### src/deq_pkg.sv
// ----------------------------------------------------------------------------
// deq_pkg
// types, codes and sizes shared by the double-ended queue files
// ----------------------------------------------------------------------------
`default_nettype none

package deq_pkg;

    localparam int DEQ_DEPTH = 16;
    localparam int AW        = $clog2(DEQ_DEPTH);
    localparam int CW        = $clog2(DEQ_DEPTH + 1);

    localparam logic [2:0] ACT_QUERY      = 3'd0;
    localparam logic [2:0] ACT_PUSH_FRONT = 3'd1;
    localparam logic [2:0] ACT_PUSH_BACK  = 3'd2;
    localparam logic [2:0] ACT_POP_FRONT  = 3'd3;
    localparam logic [2:0] ACT_POP_BACK   = 3'd4;

    localparam logic [1:0] ST_OK    = 2'd0;
    localparam logic [1:0] ST_EMPTY = 2'd1;
    localparam logic [1:0] ST_FULL  = 2'd2;

    typedef struct packed {
        logic        [2:0]  action;
        logic signed [31:0] push_value;
    } t_deq_req;

    typedef struct packed {
        logic signed [31:0] popped_value;
        logic        [1:0]  status;
        logic        [4:0]  entry_count;
        logic signed [31:0] front_value;
        logic signed [31:0] back_value;
    } t_deq_rsp;

endpackage

`default_nettype wire

### src/deq_ram.sv
// ----------------------------------------------------------------------------
// deq_ram
// word store of the queue: one write port, one read port, registered read
// ----------------------------------------------------------------------------
`default_nettype none

module deq_ram (
    input  wire logic                     i_clk,
    input  wire logic                     i_we,
    input  wire logic [deq_pkg::AW-1:0]   i_waddr,
    input  wire logic [31:0]              i_wdata,
    input  wire logic [deq_pkg::AW-1:0]   i_raddr,
    output logic      [31:0]              o_rdata
);
    import deq_pkg::*;

    logic [31:0] r_mem [DEQ_DEPTH];

    always_ff @(posedge i_clk) begin
        if (i_we) begin
            r_mem[i_waddr] <= i_wdata;
        end
        o_rdata <= r_mem[i_raddr];
    end

endmodule

`default_nettype wire

### src/double_ended_queue_unit.sv
// ----------------------------------------------------------------------------
// double_ended_queue_unit
// result: registered; a pop that leaves two or more words goes through S_READ,
// where the new end word is read from the word store, before its result
// throughput: one request per cycle while the result is taken, none in S_READ
// reset: synchronous, clears count, pointers and pending result
// ----------------------------------------------------------------------------
`default_nettype none

module double_ended_queue_unit (
    input  wire logic              i_clk,
    input  wire logic              i_rst_n,
    input  wire logic              i_in_valid,
    output logic                   o_in_ready,
    input  wire deq_pkg::t_deq_req i_in_data,
    output logic                   o_out_valid,
    input  wire logic              i_out_ready,
    output deq_pkg::t_deq_rsp      o_out_data
);
    import deq_pkg::*;

    typedef enum logic {
        S_IDLE,
        S_READ
    } t_state;

    t_state       r_state, n_state;
    logic [AW-1:0] r_front, n_front;
    logic [AW-1:0] r_back, n_back;
    logic [CW-1:0] r_count, n_count;
    logic [31:0]  r_front_word, n_front_word;
    logic [31:0]  r_back_word, n_back_word;
    logic         r_rd_front, n_rd_front;
    logic         r_out_valid, n_out_valid;
    t_deq_rsp     r_out, n_out;

    logic          accept;
    logic          full, empty;
    logic [AW-1:0] front_prev, front_next, back_next, back_prev, back_prev2;
    logic          we;
    logic [AW-1:0] waddr, raddr;
    logic [31:0]   rdata;

    function automatic logic [AW-1:0] slot_prev(input logic [AW-1:0] i);
        return (i == '0) ? AW'(DEQ_DEPTH - 1) : i - 1'b1;
    endfunction

    function automatic logic [AW-1:0] slot_next(input logic [AW-1:0] i);
        return (i == AW'(DEQ_DEPTH - 1)) ? '0 : i + 1'b1;
    endfunction

    assign o_in_ready  = (r_state == S_IDLE) && (!r_out_valid || i_out_ready);
    assign accept      = i_in_valid && o_in_ready;
    assign o_out_valid = r_out_valid;
    assign o_out_data  = r_out;

    assign full       = (r_count == CW'(DEQ_DEPTH));
    assign empty      = (r_count == '0);
    assign front_prev = slot_prev(r_front);
    assign front_next = slot_next(r_front);
    assign back_next  = slot_next(r_back);
    assign back_prev  = slot_prev(r_back);
    assign back_prev2 = slot_prev(back_prev);

    deq_ram u_ram (
        .i_clk   (i_clk),
        .i_we    (we),
        .i_waddr (waddr),
        .i_wdata (i_in_data.push_value),
        .i_raddr (raddr),
        .o_rdata (rdata)
    );

    always_comb begin
        n_state      = r_state;
        n_front      = r_front;
        n_back       = r_back;
        n_count      = r_count;
        n_front_word = r_front_word;
        n_back_word  = r_back_word;
        n_rd_front   = r_rd_front;
        n_out_valid  = r_out_valid && !i_out_ready;
        n_out        = r_out;
        we           = 1'b0;
        waddr        = front_prev;
        raddr        = front_next;

        if (r_state == S_READ) begin
            n_state     = S_IDLE;
            n_out_valid = 1'b1;
            if (r_rd_front) begin
                n_front_word      = rdata;
                n_out.front_value = rdata;
            end else begin
                n_back_word      = rdata;
                n_out.back_value = rdata;
            end
        end else if (accept) begin
            n_out_valid        = 1'b1;
            n_out.popped_value = '0;
            n_out.status       = ST_OK;
            case (i_in_data.action)
                ACT_PUSH_FRONT: begin
                    if (full) begin
                        n_out.status = ST_FULL;
                    end else begin
                        we           = 1'b1;
                        waddr        = front_prev;
                        n_front      = front_prev;
                        n_count      = r_count + 1'b1;
                        n_front_word = i_in_data.push_value;
                        if (empty) begin
                            n_back_word = i_in_data.push_value;
                        end
                    end
                end
                ACT_PUSH_BACK: begin
                    if (full) begin
                        n_out.status = ST_FULL;
                    end else begin
                        we          = 1'b1;
                        waddr       = r_back;
                        n_back      = back_next;
                        n_count     = r_count + 1'b1;
                        n_back_word = i_in_data.push_value;
                        if (empty) begin
                            n_front_word = i_in_data.push_value;
                        end
                    end
                end
                ACT_POP_FRONT: begin
                    if (empty) begin
                        n_out.status = ST_EMPTY;
                    end else begin
                        n_out.popped_value = r_front_word;
                        n_front            = front_next;
                        n_count            = r_count - 1'b1;
                        raddr              = front_next;
                        if (r_count == CW'(2)) begin
                            n_front_word = r_back_word;
                        end else if (r_count > CW'(2)) begin
                            n_state     = S_READ;
                            n_rd_front  = 1'b1;
                            n_out_valid = 1'b0;
                        end
                    end
                end
                ACT_POP_BACK: begin
                    if (empty) begin
                        n_out.status = ST_EMPTY;
                    end else begin
                        n_out.popped_value = r_back_word;
                        n_back             = back_prev;
                        n_count            = r_count - 1'b1;
                        raddr              = back_prev2;
                        if (r_count == CW'(2)) begin
                            n_back_word = r_front_word;
                        end else if (r_count > CW'(2)) begin
                            n_state     = S_READ;
                            n_rd_front  = 1'b0;
                            n_out_valid = 1'b0;
                        end
                    end
                end
                default: begin
                end
            endcase
            n_out.entry_count = 5'(n_count);
            n_out.front_value = (n_count == '0) ? '0 : n_front_word;
            n_out.back_value  = (n_count == '0) ? '0 : n_back_word;
        end
    end

    always_ff @(posedge i_clk) begin
        if (!i_rst_n) begin
            r_state     <= S_IDLE;
            r_front     <= '0;
            r_back      <= '0;
            r_count     <= '0;
            r_out_valid <= 1'b0;
        end else begin
            r_state     <= n_state;
            r_front     <= n_front;
            r_back      <= n_back;
            r_count     <= n_count;
            r_out_valid <= n_out_valid;
        end
        r_front_word <= n_front_word;
        r_back_word  <= n_back_word;
        r_rd_front   <= n_rd_front;
        r_out        <= n_out;
    end

endmodule

`default_nettype wire

### config.mk
export PLATFORM = sky130hd
export DESIGN_NAME = double_ended_queue_unit
export DESIGN_NICKNAME = d
export VERILOG_FILES = /design/src/deq_pkg.sv /design/src/deq_ram.sv /design/src/double_ended_queue_unit.sv
export SDC_FILE = /design/constraint.sdc
export NUM_CORES = 1
export LEC_CHECK = 0
export BUFFER_PORTS_ARGS = -buffer_cell sky130_fd_sc_hd__buf_2
export CAP_MARGIN = 0
export CELL_PAD_IN_SITES_DETAIL_PLACEMENT = 1
export CELL_PAD_IN_SITES_GLOBAL_PLACEMENT = 1
export CORE_MARGIN = 2
export CORE_UTILIZATION = 55
export CTS_CLUSTER_DIAMETER = 150
export DETAILED_ROUTE_END_ITERATION = 8
export GPL_TIMING_DRIVEN = 0
export PLACE_DENSITY = 0.86
export RECOVER_POWER = 100
export SYNTH_ARGS = -nofsm -noshare
export SYNTH_HDL_FRONTEND = slang
export SYNTH_SLANG_ARGS = --single-unit
### constraint.sdc
create_clock -name i_clk -period 18.9 [get_ports i_clk]
set_clock_uncertainty 0.05 [all_clocks]
set_input_delay 3.78 -clock i_clk [delete_from_list [all_inputs] [get_ports i_clk]]
set_output_delay 3.78 -clock i_clk [all_outputs]
set_load 0.005 [all_outputs]
==> impl_metrics.csv, run 1 <==
group,metric,value,unit
outcome,status,"finished with violations",
outcome,failed_checks,"capacitance limit, slew limit",
setup_path,critPathArrivalTime,10.20,ns
setup_path,required,19.12,ns
synth,seq_area_frac_synth,69.2,%
timing,setup_slack,8.92,ns
power,p_seq_share,49.1,%
hold_path,min_to,"r_back_word[30]",
floorplan,initial_core_util,55.8,%
final_layout,nets,2621,
synth,async_reset_ff_share,0,%
routing,post_drt_wl_per_cell,32.8,um
placement,port_buffers,141,
timing,hold_ws,0.521,ns
timing,worst-slew-pin-transition,2.99,ns
setup_path,cpLargestDelayFamily,"simple AND/OR/NAND/NOR gates",
clock_tree,clock_path_buffers,3,
clock_tree,cts_setup_buffers,0,
synth,synth_warnings,0,
timing,max_freq,0.100,GHz
power,p_sw,1.00,mW
synth,syn_avg_cell_area,13.2,um2
setup_path,end_kind,"flop",
routing,drt_first_pass_iters,9,
setup_path,path_common_cell,"clkbuf_1",
routing,via_per_inst,7.08,
timing,rsz0062_at_grt,"no",
setup_path,crit_buf_inv,4,
run,drv_cap,25,
synth,synth_edf_count,680,
power,ir_drop,0.117,mV
global_route,grt_pass1_vias,24600,
power,p_total,3.83,mW
synth,syn_area,0.0309,mm2
global_route,grt_pass1_wl,162000,um
final_layout,drive_gt1_share,8.02,%
timing,slew_viol_final,604,
power,intPower,2.83,mW
placement,dp_hpwl,73700,um
timing,finalCriticalPeriod,9.98,ns
timing,setup_tns,0,ns
clock_tree,cts-root-buf,"clkbuf_16",
synth,synth_nets,2382,
timing,setup-violations-final,0,
final_layout,final_cell_area,0.0349,mm2
routing,vias,23900,
floorplan,row_count,86,
setup_path,crit-reg2reg-launch,"r_count[1]",
clock_tree,cts_resized,0,
setup_path,reg2regPathDepth,11,
placement,pre_cts_ws,10.88,ns
floorplan,die_w,241,um
power,leakage,11.8,nW
global_route,antenna_found_initial,1,
routing,drc,0,
synth,synth_cell_types,71,
clock_tree,htreeDepth,3,
power,clkPwrFrac,40.0,%
clock_tree,path_clk_slew,0.07,ns
timing,hold_violations,0,
clock_tree,cts_tree,"done",
final_layout,layout_commonest_cell,"edfxtp_1",
final_layout,final_cell_mix,"edfxtp_1, nand2_1, clkbuf_1",
hold_path,min_from,"u_ram.o_rdata[30]",
floorplan,die-area,0.0580,mm2
power,p_per_area,110,mW/mm2
setup_path,rr_endpoint,"o_out_data[52]",
floorplan,coreArea,0.0553,mm2
synth,syn_inst,2330,
power,power_frac_comb,10.9,%
routing,drtIter0Drc,3141,
setup_path,crit_path_max_fanout,10,
synth,synth_ff_type,"edfxtp_1",
placement,dpl-instance-area,0.0331,mm2
hold_path,hold-path-cell-count,1,
clock_tree,cts_buffers,76,
floorplan,dieHeight,241,um
clock_tree,hold_buffers,0,
clock_tree,clock_latency,0.65,ns
final_layout,n_fill_cell,5538,
power,swShare,26.2,%
global_route,grt-ovfl-total,0,
routing,wl,111000,um
clock_tree,clock_sinks,727,
floorplan,num_io_pins,144,
synth,ys_ff_latch,727,
setup_path,startpoint_type,"input port",
routing,final_antenna_net_count,0,
setup_path,crit_slowest_cell,"nor4b_1",
setup_path,path_class,"in2reg",
global_route,grt_max_degree,39,
setup_path,crit_path_cell_trace,"clkbuf_1, nor3b_1, clkinv_1, clkbuf_1, a31oi_1, a21oi_1, nor2_1, nor4b_1, clkbuf_1, a21boi_0",
hold_path,min_path_type,"reg2reg",
setup_path,max_stage_delay,2.25,ns
final_layout,syn2layout_area_growth,13.0,%
global_route,grtUsageTotal,38.5,%
timing,slew_headroom,-102,%
timing,fin_crit_sh,52.8,%
placement,gp_congestion,1.01,
final_layout,diodes,0,
setup_path,rrSetupSlack,12.87,ns
==> worst max-delay path by stage <==
stage / from / endpoint / slack [ns] / cells past startpoint
floorplan: i_out_ready / o_in_ready / 11.12 / 1
global placement: i_in_valid / u_ram.r_mem[9][8] / 8.79 / 7
detailed placement: i_out_ready / o_in_ready / 10.88 / 3
CTS: i_out_ready / o_in_ready / 10.88 / 3
global route: i_in_data[32] / o_out_data[17] / 9.05 / 10
finish: i_in_data[32] / o_out_data[52] / 8.92 / 10
==> cells in the mapped netlist (all sizes together), types with 5 or more instances <==
library cell | count | area, um2
o221ai | 124 | 1090
o21ai | 148 | 741
nor2 | 88 | 348
nand2 | 317 | 1190
and2 | 8 | 50.1
clkbuf | 105 | 394
mux2 | 43 | 484
a21boi | 70 | 526
nor3 | 7 | 35.0
a31oi | 6 | 37.5
nor4 | 41 | 263
and3 | 5 | 31.3
a22o | 31 | 272
nand2b | 7 | 43.8
or3 | 5 | 31.3
edfxtp | 680 | 20400
o31ai | 40 | 300
o21bai | 130 | 976
a222oi | 13 | 130
a221o | 11 | 110
xnor2 | 7 | 61.3
ha | 13 | 163
buf | 77 | 378
a21oi | 157 | 793
dfxtp | 47 | 941
inv | 17 | 63.8
o22ai | 71 | 444
==> cell type report <==
| class | instances | area, um2 | area share (%) |
|---|---|---|---|
| tap | 748 | 936 | 2.68 |
| inverter | 17 | 63.8 | 0.183 |
| multi-input combinational | 1404 | 8630 | 24.7 |
| timing repair buffer | 161 | 614 | 1.76 |
| buffer | 182 | 759 | 2.18 |
| clock buffer | 92 | 2000 | 5.74 |
| clock inverter | 48 | 520 | 1.49 |
| sequential | 727 | 21400 | 61.2 |
==> power groups by stage <==
stage          clock network, mW  logic (mW)  registers, mW
6_report                    1.54       0.416           1.88
5_1_grt                     1.59       0.432           1.89
4_1_cts                     1.54       0.422           1.88
3_5_place_dp                   0       0.414           1.91
3_3_place_gp                   0       0.384           1.91
2_1_floorplan                  0       0.216           1.90
==> state kept, by name (all words and copies together), names as in the netlist <==
register,flops
r_state,1
r_front,4
r_back_word,32
o_out_valid,1
r_count,5
r_rd_front,1
r_front_word,32
u_ram.r_mem,512
r_back,4
u_ram.o_rdata,32
o_out_data,103
==> routing by layer <==
layer,track usage (%),vias to the layer above,part of all wire (%)
met5,0,-,0.012
met4,19.6,2,5.9
li1,-,9597,-
met1,49.5,12000,36
met2,61.7,1816,48
met3,8.70,499,11
==> cells by family (layout without fill, tap and decap cells) <==
kind of cell / count (synthesis) / after routing / synth area share [%]
buf+inv: 199 / 500 / 2.71
xor+xnor: 7 / 7 / 0.199
compound gates: 835 / 835 / 18.5
flops: 727 / 727 / 69.2
mux: 46 / 46 / 1.67
simple gates: 503 / 503 / 7.20
fa+ha+maj: 13 / 13 / 0.527
==> metrics by stage <==
| step | cells | utilization (%) |
|---|---|---|
| after floorplan | 2330 | - |
| after global placement | 3219 | 58.8 |
| after detailed placement | 3239 | 59.8 |
| after CTS | 3379 | 64.3 |
| after global routing | 3379 | 63.1 |
| final | 3379 | 63.1 |
(Power assumes the default switching activity.)
==> inputs of run 2 (changes only) <==
Settings changed: CORE_UTILIZATION 55 to 51, PLACE_DENSITY 0.86 to 0.8.
Clock period 18.9 ns to 9.47 ns, I/O delays scaled along.
==> run 2 against run 1 <==
  * Count of clock-buffer cells in the layout increased by 15
  * The run still ends with capacitance limit, slew limit left
  * Register-to-register slack got worse by 10 ns
  * Critical path depth unchanged
  * Utilization decreased by 5.2 points
  * Global-route usage decreased by 3.8 points
  * Sequential share of layout area increased by 0.17 points
  * Hold slack improved by 0.021 ns
  * Largest power group unchanged
  * Combinational power increased by 98%
  * Worst setup slack got worse by 6.5 ns
  * First-iteration DRC count decreased by 5.4%
  * Clock power increased by 86%
  * Highest routed layer unchanged
  * Design area decreased by 0.27%
==> impl_metrics.csv, run 2 (same netlist as run 1, synthesis figures left out) <==
group,metric,value,unit
clock_tree,cts_tree,"done",
power,swShare,26.4,%
power,p_total,7.44,mW
placement,port_buffers,141,
routing,final_antenna_net_count,0,
routing,post_drt_wl_per_cell,32.0,um
timing,finalCriticalPeriod,7.09,ns
global_route,top_usage_layer,"met2",
timing,setup_tns,0,ns
setup_path,crit_buf_inv,3,
setup_path,rr_endpoint,"r_back_word[12]",
setup_path,startpoint_type,"input port",
power,p_sw,1.96,mW
final_layout,n_fill_cell,6099,
final_layout,multi_input_area,0.00865,mm2
setup_path,path_class,"in2reg",
outcome,failed_checks,"capacitance limit, slew limit",
floorplan,dieHeight,250,um
setup_path,required,9.98,ns
setup_path,crit-reg2reg-launch,"r_state",
setup_path,reg2regPathDepth,6,
outcome,status,"finished with violations",
timing,setup-violations-final,0,
global_route,grt_util_met2,55.4,%
setup_path,max_stage_delay,1.51,ns
floorplan,coreArea,0.0601,mm2
final_layout,final_cell_mix,"edfxtp_1, nand2_1, clkbuf_1",
clock_tree,clock_path_buffers,3,
final_layout,largest_reg_flops,512,
floorplan,die_w,250,um
global_route,use_met1,46.5,%
setup_path,end_kind,"flop",
routing,drc,0,
hold_path,min_to,"r_back_word[7]",
hold_path,hold-path-cell-count,1,
hold_path,min_path_type,"reg2reg",
clock_tree,cts_buffers,76,
timing,slew_viol_final,503,
floorplan,row_count,90,
floorplan,num_io_pins,144,
final_layout,top_register,"u_ram.r_mem",
routing,drtIter0Drc,2971,
hold_path,min_from,"u_ram.o_rdata[7]",
clock_tree,clock_sinks,727,
setup_path,critPathArrivalTime,7.59,ns
global_route,grt_max_degree,35,
power,leakage,11.8,nW
setup_path,crit_path_cell_trace,"clkbuf_1, nor3b_1, clkinv_1, nor2_1, a21oi_1, a21oi_1, clkbuf_1, o21ai_0, o22ai_1, mux2_1",
final_layout,drive_gt1_share,9.13,%
clock_tree,cts-root-buf,"clkbuf_16",
run,drv_cap,26,
global_route,grt_pass1_vias,24000,
routing,vias,23300,
timing,rsz0062_at_grt,"no",
setup_path,cp-startpoint,"i_in_data[32]",
timing,fin_crit_sh,74.8,%
setup_path,rrSetupSlack,2.72,ns
clock_tree,hold_buffers,0,
timing,worst-slew-pin-transition,2.75,ns
clock_tree,path_clk_slew,0.06,ns
placement,dp_hpwl,73200,um
timing,hold_violations,0,
routing,wl,109000,um
timing,slew_headroom,-85.2,%
final_layout,seq_area,0.0214,mm2
final_layout,diodes,0,
routing,drt_first_pass_iters,7,
clock_tree,htreeDepth,3,
global_route,grtUsageTotal,34.7,%
timing,hold_ws,0.542,ns
routing,via_per_inst,6.84,
clock_tree,clock_latency,0.63,ns
global_route,grt_pass1_wl,159000,um
final_layout,nets,2621,
clock_tree,cts_setup_buffers,0,
placement,dpl-instance-area,0.0332,mm2
final_layout,final_cell_area,0.0348,mm2
floorplan,initial_core_util,51.3,%
power,clkPwrFrac,38.4,%
floorplan,die-area,0.0625,mm2
final_layout,syn2layout_area_growth,12.7,%
placement,gp_congestion,0.980,
final_layout,layout_commonest_cell,"edfxtp_1",
power,intPower,5.48,mW
power,p_seq_share,50.5,%
setup_path,crit_path_max_fanout,10,
clock_tree,cts_resized,0,
power,p_per_area,214,mW/mm2
global_route,grt-ovfl-total,0,
global_route,antenna_found_initial,1,
timing,max_freq,0.141,GHz
power,ir_drop,0.217,mV
setup_path,cpLargestDelayFamily,"simple AND/OR/NAND/NOR gates",
power,power_frac_comb,11.1,%
global_route,met3_usage,6.17,%
setup_path,crit_slowest_cell,"nor3b_1",
[run 2: cell count changes in the layout (fill, tap and decap cells not counted), sizes merged]
cell,delta
clkinv,-14
clkinvlp,+1
inv,+3
bufinv,-7
clkbuf,-23
buf,+38
[run 2: worst max path at each step]
stage                        end  depth (start not counted)
6_report       u_ram.o_rdata[29]                         10
5_1_grt        u_ram.o_rdata[23]                         10
4_1_cts        u_ram.o_rdata[23]                         10
3_5_place_dp   u_ram.o_rdata[23]                         10
3_3_place_gp       o_out_data[9]                          4
2_1_floorplan      o_out_data[0]                          4
[run 2: cell type report]
type | count | share of cell area, %
well taps | 782 | 2.81
clock inverters | 31 | 0.712
flip-flops and latches | 727 | 61.4
clock buffers | 107 | 5.94
multi-input cells | 1404 | 24.9
repair buffers | 161 | 1.91
plain buffers | 182 | 2.18
inverters | 17 | 0.183
[run 2: power by group through the flow]
| stage | clock network [mW] | logic, mW | registers [mW] |
|---|---|---|---|
| finish | 2.86 | 0.824 | 3.76 |
| global route | 2.97 | 0.867 | 3.77 |
| CTS | 2.86 | 0.840 | 3.75 |
| detailed placement | 0 | 0.826 | 3.81 |
| global placement | 0 | 0.777 | 3.82 |
| floorplan | 0 | 0.430 | 3.80 |
[run 2: metrics by stage]
stage / worst slack [ns] / instances / util [%]
after floorplan: 3.53 / 2330 / -
after CTS: 4.42 / 3411 / 59.0
after global placement: -0.462 / 3253 / 54.1
after detailed placement: 3.79 / 3273 / 55.2
final: 2.38 / 3411 / 57.9
after global routing: 2.21 / 3411 / 57.9
[run 2: worst reg2reg max path, cell delays in order, from the launching register on]
cell	delay [ns]
dfxtp_1	0.34
inv_1	0.09
clkbuf_1	0.37
clkbuf_1	0.55
o21ai_0	2.23
clkbuf_1	1.31
clkbuf_1	1.37
[run 2: metal layers]
metal	part of all wire [%]	up-vias
li1	-	9597
met1	38	11800
met2	46	1592
met3	9.8	376
met4	5.4	2
met5	0.0064	-
